### src/ufa_pkg.sv
// ----------------------------------------------------------------------------
// ufa_pkg: shared constants and types of the union-find accumulator
// widths of the stream fields, the node store size, the event passed from
// the find sequencer to the accumulator, and node count clipping
// ----------------------------------------------------------------------------
package ufa_pkg;

   // node store size and derived index widths
   localparam int MAX_NODES = 1024;
   localparam int NODE_W    = $clog2(MAX_NODES);
   localparam int COUNT_W   = NODE_W + 1;

   // stream field widths
   localparam int FIELD_NODE_W = 10;
   localparam int CSR_W        = 11;
   localparam int WEIGHT_W     = 41;
   localparam int COST_W       = 63;
   localparam int SETS_W       = 11;
   localparam int REQ_DATA_W   = 64;
   localparam int RSP_DATA_W   = 80;

   localparam logic [COST_W-1:0] COST_MAX         = '1;
   localparam logic [CSR_W-1:0]  NODE_COUNT_RESET = CSR_W'(1024);

   // finished word handed from the sequencer to the accumulator
   typedef struct packed {
      logic                done;
      logic                restart;
      logic                joined;
      logic [WEIGHT_W-1:0] weight;
   } ev_type;

   // zero counts as one, anything above the store size as the store size
   function automatic logic [COUNT_W-1:0] eff_count(input logic [CSR_W-1:0] value);
      logic [COUNT_W-1:0] c;
      if (value == '0) begin
         c = COUNT_W'(1);
      end else if (32'(value) > MAX_NODES) begin
         c = COUNT_W'(MAX_NODES);
      end else begin
         c = COUNT_W'(value);
      end
      return c;
   endfunction

endpackage

### src/ufa_acc.sv
// ----------------------------------------------------------------------------
// ufa_acc: cost and set count accumulator with result register
// adds the weight of each joining edge with saturation, counts the sets
// left, and holds the result word until the receiver takes it
// ----------------------------------------------------------------------------
module ufa_acc (
   input  logic                         clock,
   input  logic                         reset,
   input  ufa_pkg::ev_type              ev,
   input  logic                         csr_restart,
   input  logic [ufa_pkg::COUNT_W-1:0]  count_wr,
   input  logic [ufa_pkg::COUNT_W-1:0]  count,
   input  logic                         rsp_ready,
   output logic                         rsp_valid,
   output logic                         rsp_joined,
   output logic [ufa_pkg::COST_W-1:0]   rsp_total,
   output logic [ufa_pkg::SETS_W-1:0]   rsp_sets,
   output logic                         out_free
);
   import ufa_pkg::*;

   logic [COST_W-1:0]  cost_ff, cost_in;
   logic [COUNT_W-1:0] sets_ff, sets_in;
   logic               valid_ff, valid_in;
   logic               joined_ff;
   logic [COST_W-1:0]  total_ff;
   logic [SETS_W-1:0]  sets_out_ff;
   logic [COST_W:0]    sum;
   logic [COST_W-1:0]  link_cost;

   // saturating add
   assign sum       = {1'b0, cost_ff} + (COST_W + 1)'(ev.weight);
   assign link_cost = sum[COST_W] ? COST_MAX : sum[COST_W-1:0];

   // running state
   always_comb begin
      cost_in = cost_ff;
      sets_in = sets_ff;
      if (csr_restart) begin
         cost_in = '0;
         sets_in = count_wr;
      end else if (ev.done) begin
         if (ev.restart) begin
            cost_in = '0;
            sets_in = count;
         end else if (ev.joined) begin
            cost_in = link_cost;
            if (sets_ff > COUNT_W'(1)) begin
               sets_in = sets_ff - COUNT_W'(1);
            end
         end
      end
   end

   // result register handshake
   always_comb begin
      valid_in = valid_ff;
      if (ev.done) begin
         valid_in = 1'b1;
      end else if (rsp_ready) begin
         valid_in = 1'b0;
      end
   end

   always_ff @(posedge clock) begin
      if (reset) begin
         cost_ff  <= '0;
         sets_ff  <= eff_count(NODE_COUNT_RESET);
         valid_ff <= 1'b0;
      end else begin
         cost_ff  <= cost_in;
         sets_ff  <= sets_in;
         valid_ff <= valid_in;
      end
   end

   // result payload
   always_ff @(posedge clock) begin
      if (ev.done) begin
         joined_ff   <= ev.joined;
         total_ff    <= cost_in;
         sets_out_ff <= SETS_W'(sets_in);
      end
   end

   assign rsp_valid  = valid_ff;
   assign rsp_joined = joined_ff;
   assign rsp_total  = total_ff;
   assign rsp_sets   = sets_out_ff;
   assign out_free   = !valid_ff || rsp_ready;

endmodule

### config.mk
export PLATFORM = sky130hd
export DESIGN_NAME = ufa_acc
export DESIGN_NICKNAME = d
export VERILOG_FILES = /design/src/ufa_pkg.sv /design/src/ufa_acc.sv
export SDC_FILE = /design/constraint.sdc
export NUM_CORES = 1
export LEC_CHECK = 0
export ABC_CLOCK_PERIOD_IN_PS = 3400
export BUFFER_PORTS_ARGS = -buffer_cell sky130_fd_sc_hd__buf_2
export CORE_UTILIZATION = 35
export CTS_CLUSTER_DIAMETER = 50
export DETAILED_ROUTE_END_ITERATION = 6
export GPL_TIMING_DRIVEN = 0
export PLACE_DENSITY = 0.57
export SLEW_MARGIN = 20
export SYNTH_ARGS = -nofsm -noshare
export SYNTH_HDL_FRONTEND = slang
export SYNTH_SLANG_ARGS = --single-unit
### constraint.sdc
create_clock -name clock -period 3.4 [get_ports clock]
set_clock_uncertainty 0.2 [all_clocks]
set_input_delay 0.17 -clock clock [delete_from_list [all_inputs] [get_ports clock]]
set_output_delay 0.17 -clock clock [all_outputs]
set_load 0.01 [all_outputs]
==> reports/metrics.csv, run 1 <==
metric,value,unit
status,"complete, no violations",
PD cells,393.0,nW/um^2
Iteration-0 DRC Markers,672,
max-cap viol count,0,
RR Startpoint,cost_ff[2],
Initial Util,35.50,%
routed vias/inst,5.545,
Critical path origin,cost_ff[2],
WP data arrival,3.55,ns
setup violators final,0,
reg2reg setup slack,0.03,ns
CTS Buf Count,17,
DRC violations left,0,
vias in the first global route,8024,
H-tree depth,4,
CP Class,reg -> reg,
via count,8572,
Max IR drop VDD,0.2293,mV
actual slew at the worst max-slew pin,0.8120,ns
layout filler cell count,2515,
synthesized net count,1112,
DRT antenna net count,0,
RSZ-0062 raised after global routing,yes,
All-Layer GR Usage,22.04,%
wire per inst,18.85,um
Root Driver,clkbuf_16,
DP HPWL,21.16,mm
crit share post-route,99.20,%
Post-synth ARST share,0,%
Clock Latency Late Sink,0.43,ns
Netlist cell types,79,
Placement Rows,58,
worst endpoint required time,3.58,ns
gr ovfl total,0,
warnings from Yosys,0,
min Tclk post-route,3.373,ns
f_max,296.5,MHz
Placed Instances,1474,
initial antenna violation count,0,
"Cell Area, Synth",8914,sq um
CTS Buffer Depth,2,
first-pass GRT wire length,44.44,mm
Die W,161.6,um
Worst Hold Class,in -> reg,
pin count of the biggest net entering global routing,42,
Die Area,26110,sq um
Critical Path Fanout Max,6,
Final Hold Vio Count,0,
number of port buffers,145,
final slew viol count,0,
WL final,29.14,mm
nets@finish,1317,
n_diodes,0,
R2R Path End,cost_ff[40],
Startpoint Class,register,
cells on worst reg2reg path,11,
Core ar.,25110,sq um
Final GP Congestion,0.9182,
Post-synth EDFFs,75,
Final Non-Filler Cells,1546,
Static Leak,0.004722,uW
Hold WS,0.02651,ns
share of cells above drive strength 1,25.90,%
IO Count,147,
Layout area overhead,29.74,%
clock slew at reported path FFs,0.07,ns
Mapped Avg Cell Area,8.931,sq um
Rel. slew slack,45.86,%
top_reg_cell synth,edfxtp_1,
1st-pass router iterations,7,
"Seq/Total Area, Yosys",42.11,%
hold depth,3,
TritonCTS clock tree,built,
die height,161.6,um
CTS Sinks,150,
CP endpoint,cost_ff[40],
Post-Synthesis Cells,998,
flop and latch count out of synthesis,150,
critical path endpoint category,register,
## flip-flops by register name (all words and copies together) (netlist names)
register / cells
rsp_sets: 11
rsp_valid: 1
rsp_joined: 1
sets_ff: 11
cost_ff: 63
rsp_total: 63
## synth_stat cells, types with 10 or more instances
master / number / share of area (%)
inv_1: 20 / 0.84
and2_1: 49 / 3.4
a21o_1: 31 / 2.6
o211ai_1: 10 / 0.84
a21oi_1: 96 / 5.4
o21ai_0: 62 / 3.5
nand3_1: 16 / 0.90
nor2_1: 81 / 3.4
nor3_1: 24 / 1.3
edfxtp_1: 75 / 25
and3_1: 20 / 1.4
clkbuf_1: 38 / 1.6
nand4_1: 24 / 1.7
xor2_1: 12 / 1.2
dfxtp_1: 75 / 17
xnor2_1: 24 / 2.4
a211oi_1: 11 / 0.93
nand2_1: 112 / 4.7
ha_1: 43 / 6.0
## cell type report
type	instances	area [sq um]	share of cell area, %
sequential	150	3765	32.55
timing repair buffer	192	1132	9.791
clock inverter	14	160.2	1.385
clock buffer	18	429.2	3.711
tap	330	412.9	3.570
buffer	44	217.7	1.883
inverter	20	75.07	0.6491
multi-input combinational	778	5373	46.46
## stage by stage
stage	util [%]	TNS, ns	cell area, sq um	worst slack, ns	power (uW)
floorplan	-	0	8914	0.01837	2348
CTS	44.14	-0.06260	11080	-0.02730	4541
finish	46.06	0	11560	0.02717	4545
global route	46.06	-0.2339	11560	-0.06990	4705
global placement	40.03	-87.41	10050	-1.313	2566
detailed placement	40.15	-22.66	10080	-0.5641	2568
## layout by cell type, fill, tap and decap left out, drive strengths merged, types with 31 or more instances in the layout
cell | Yosys | layout
buf | 11 | 189
nor2 | 81 | 81
and2 | 51 | 51
edfxtp | 75 | 75
ha | 43 | 43
a21o | 31 | 31
clkbuf | 39 | 51
a21oi | 98 | 98
nand2 | 112 | 112
o21ai | 66 | 66
dfxtp | 75 | 75
## cell families (layout without fill, tap and decap cells)
| group | after synthesis | in the layout | synth area share [%] |
|---|---|---|---|
| fa+ha+maj | 44 | 44 | 6.261 |
| flops | 150 | 150 | 42.11 |
| simple gates | 366 | 366 | 20.04 |
| buf+inv | 70 | 288 | 3.116 |
| xor+xnor | 36 | 36 | 3.537 |
| compound gates | 324 | 324 | 24.02 |
| mux | 8 | 8 | 0.9124 |
## critical path, stage by stage (launching register included)
cell and delay (ns):
dfxtp_4 0.37, ha_4 0.28, o21ai_2 0.07, o211ai_1 0.22, nand3_1 0.17, a2111o_1 0.52
and2_4 0.17, o41a_1 0.55, buf_4 0.20, and3_4 0.18, o31ai_4 0.23, and2_1 0.15
## timing repair
| action | CTS | global route |
|---|---|---|
| buffers inserted | 13 | 19 |
| endpoints found under the setup margin | 106 | 77 |
| pin swaps | 15 | 26 |
| gates resized for setup | 40 | 79 |
| endpoints found under the hold margin | 25 | 0 |
| hold buffers | 14 | 0 |
## metal layers
metal	GRT usage (%)	routed length [um]	vias up
met5	0	0	-
met4	7.633	760	0
met3	3.390	1738	49
met2	33.44	12640	317
met1	31.65	14000	4087
li1	-	-	4119
## where the power goes
part | total [uW] | switching (uW) | internal, uW
registers | 1990 | 29.0 | 1960
clock network | 1950 | 851 | 1100
logic | 601 | 365 | 235
## worst min path at each step
stage	from	to	slack, ns
CTS	csr_restart	cost_ff[54]	0.02
floorplan	ev[41]	rsp_joined	0.07
global route	ev[43]	rsp_total[47]	0.05
global placement	ev[41]	rsp_joined	0.21
detailed placement	ev[41]	rsp_joined	0.21
finish	csr_restart	cost_ff[54]	0.03
Power figures use the tool's default switching activity.
==> run 2, diff against run 1 <==
--- a/config.mk
+++ b/config.mk
@@ -7,6 +7,7 @@
 export LEC_CHECK = 0
 export ABC_CLOCK_PERIOD_IN_PS = 3400
 export BUFFER_PORTS_ARGS = -buffer_cell sky130_fd_sc_hd__buf_2
+export CORE_ASPECT_RATIO = 0.75
 export CORE_UTILIZATION = 35
 export CTS_CLUSTER_DIAMETER = 50
 export DETAILED_ROUTE_END_ITERATION = 6
==> run 2 against run 1 <==
Net effect: the flow now finishes with violations (DRC); highest routed layer unchanged; largest cell class unchanged; clock power grew 2%; via count decreased by 0.76%; design area fell by 1.7%; global-route usage rose by 0.66 points; critical endpoint is now cost_ff[46]; flip-flop and latch count stayed put; sequential power barely moved; count of clock-buffer cells in the layout grew 3; routed wire length increased by 1.1%; worst setup slack gained 0.021 ns; sequential share of layout area up 0.52 points.
==> reports/metrics.csv, run 2 (synthesis gave the netlist of run 1 again) <==
metric,value,unit,change
clock slew at reported path FFs,0.07,ns,about the same
Placement Cell Area,10100,sq um,+0.17%
DRC violations left,6,,+6
CTS Buf Count,17,,unchanged
IO Count,147,,unchanged
layout filler cell count,2472,,-1.7%
DP HPWL,21.64,mm,+2.3%
sw frac,26.41,%,-0.98 points
Placement Rows,50,,-14%
NetSw,1209,uW,-2.9%
Root Driver,clkbuf_16,,
PD cells,402.7,nW/um^2,+2.5%
critical path endpoint category,register,,
Clock Latency Late Sink,0.43,ns,about the same
clock share of power,43.6,%,+0.7 points
setup violators final,0,,unchanged
Initial Util,35.71,%,+0.21 points
WP data arrival,3.50,ns,-0.05 ns
Core ar.,24960,sq um,-0.59%
final slew viol count,0,,unchanged
vias in the first global route,7879,,-1.8%
worst endpoint required time,3.55,ns,-0.03 ns
met2 usage,30.48,%,-3.0 points
most frequent cells in the layout,"buf_2 (147), nand2_1 (111), a21oi_1 (90)",,
status,finished with violations,,
All-Layer GR Usage,22.70,%,+0.66 points
pin count of the biggest net entering global routing,49,,+17%
TritonCTS clock tree,built,,
Die W,186.3,um,+15%
DRT antenna net count,0,,unchanged
WL final,29.47,mm,+1.1%
slowest cell delay on critical path,0.47,ns,-0.08 ns
wire per inst,19.08,um,+1.2%
Layout area overhead,27.53,%,
Static Leak,0.004694,uW,-0.59%
crit share post-route,98.57,%,-0.63 points
hold depth,1,,-2
combinational share of power,12.9,%,-0.3 points
Final GP Congestion,0.9402,,+2.4%
Max IR drop VDD,0.3222,mV,+40%
Final Instance Area,11370,sq um,-1.7%
nets@finish,1307,,-0.76%
via count,8507,,-0.76%
first-pass GRT wire length,44.98,mm,+1.2%
"commonest non-fill, non-tap cell in the layout",buf_2,,
Hold WS,0.01305,ns,-0.01346 ns
setup_tns,0,ns,unchanged
met1 Usage GRT,35.39,%,+3.7 points
f_max,298.4,MHz,+0.64%
H-tree depth,4,,unchanged
reg2reg setup slack,0.05,ns,+0.02 ns
fin util,45.54,%,-0.52 points
met3 usage,4.862,%,+1.5 points
crit-path cells,ha_4 > buf_6 > nand2_1 > o21a_1 > o221a_1 > a2111o_1 > and2_4 > o41a_1 > buf_6 > and2_4 > and3_4 > nor4_2,,
Die Area,26120,sq um,about the same
Multi-input gate area,5234,sq um,-2.6%
Seq. cell area,3760,sq um,-0.13%
sequential share of power,43.5,%,-0.3 points
gr ovfl total,0,,unchanged
Rel. slew slack,23.63,%,-22 points
1st-pass router iterations,7,,unchanged
Worst Hold Class,in -> reg,,
initial antenna violation count,0,,unchanged
layer with the highest usage,met1,,
CTS Sinks,150,,unchanged
Critical Path Fanout Max,8,,+2
min Tclk post-route,3.351,ns,-0.02149 ns
Startpoint Class,register,,
RSZ-0062 raised after global routing,yes,,
die height,140.2,um,-13%
failing checks,DRC,,
Iteration-0 DRC Markers,727,,+8.2%
actual slew at the worst max-slew pin,1.141,ns,+0.3292 ns
number of port buffers,145,,unchanged
routed vias/inst,5.510,,-0.63%
n_diodes,0,,unchanged
CP max-delay cell,o41a_1,,
Internal,3369,uW,+2.1%
CTS Buffer Depth,2,,unchanged
max-cap viol count,0,,unchanged
cells on worst reg2reg path,12,,+1
share of cells above drive strength 1,23.88,%,-2.0 points
Final Hold Vio Count,0,,unchanged
CP Class,reg -> reg,,
==> run 2: final cells by class <==
cell class	instances	share of cell area (%)
multi-input combinational	778	46.04
sequential	150	33.08
clock inverter	11	1.321
buffer	41	1.629
timing repair buffer	185	9.587
clock buffer	21	3.963
tap	338	3.720
inverter	20	0.6604
==> run 2: per-layer routing <==
| layer | vias up | wire [um] |
|---|---|---|
| li1 | 4115 | - |
| met1 | 3998 | 14660 |
| met2 | 360 | 11700 |
| met3 | 34 | 2538 |
| met4 | 0 | 568 |
| met5 | - | 0 |
==> run 2: metrics by stage <==
stage	cells	total power, uW	worst slack (ns)
global route	1544	4744	-0.04817
global placement	1481	2567	-1.285
detailed placement	1482	2571	-0.5682
CTS	1542	4577	-0.02944
floorplan	998	2348	0.01837
finish	1544	4577	0.04866
==> run 2: worst paths after layout <==
kind	from	to
worst min register to register	cost_ff[38]	cost_ff[38]
worst min-delay path	ev[43]	rsp_sets[3]
worst max-delay path	cost_ff[10]	cost_ff[46]
worst max register to register	cost_ff[10]	cost_ff[46]
==> run 2: what timing repair did <==
item	4_1_cts	5_1_grt
gates resized for setup	46	36
endpoints found under the hold margin	25	0
pin swaps	21	25
endpoints found under the setup margin	108	51
buffers inserted	16	8
hold buffers	15	0
==> run 2: critical path: cells and delay by family (launching register included) <==
| family | cells | cell delay, ns |
|---|---|---|
| flops | 1 | 0.33 |
| compound gates | 4 | 1.39 |
| fa+ha+maj | 1 | 0.27 |
| simple gates | 5 | 0.80 |
| buf+inv | 2 | 0.28 |
==> run 2: power by group through the flow <==
stage | clock [uW] | sequential [uW] | combinational (uW)
2_1_floorplan | 0 | 2060 | 290
3_3_place_gp | 0 | 2030 | 533
3_5_place_dp | 0 | 2030 | 540
4_1_cts | 2020 | 1990 | 569
5_1_grt | 2100 | 2000 | 648
6_report | 1990 | 1990 | 590
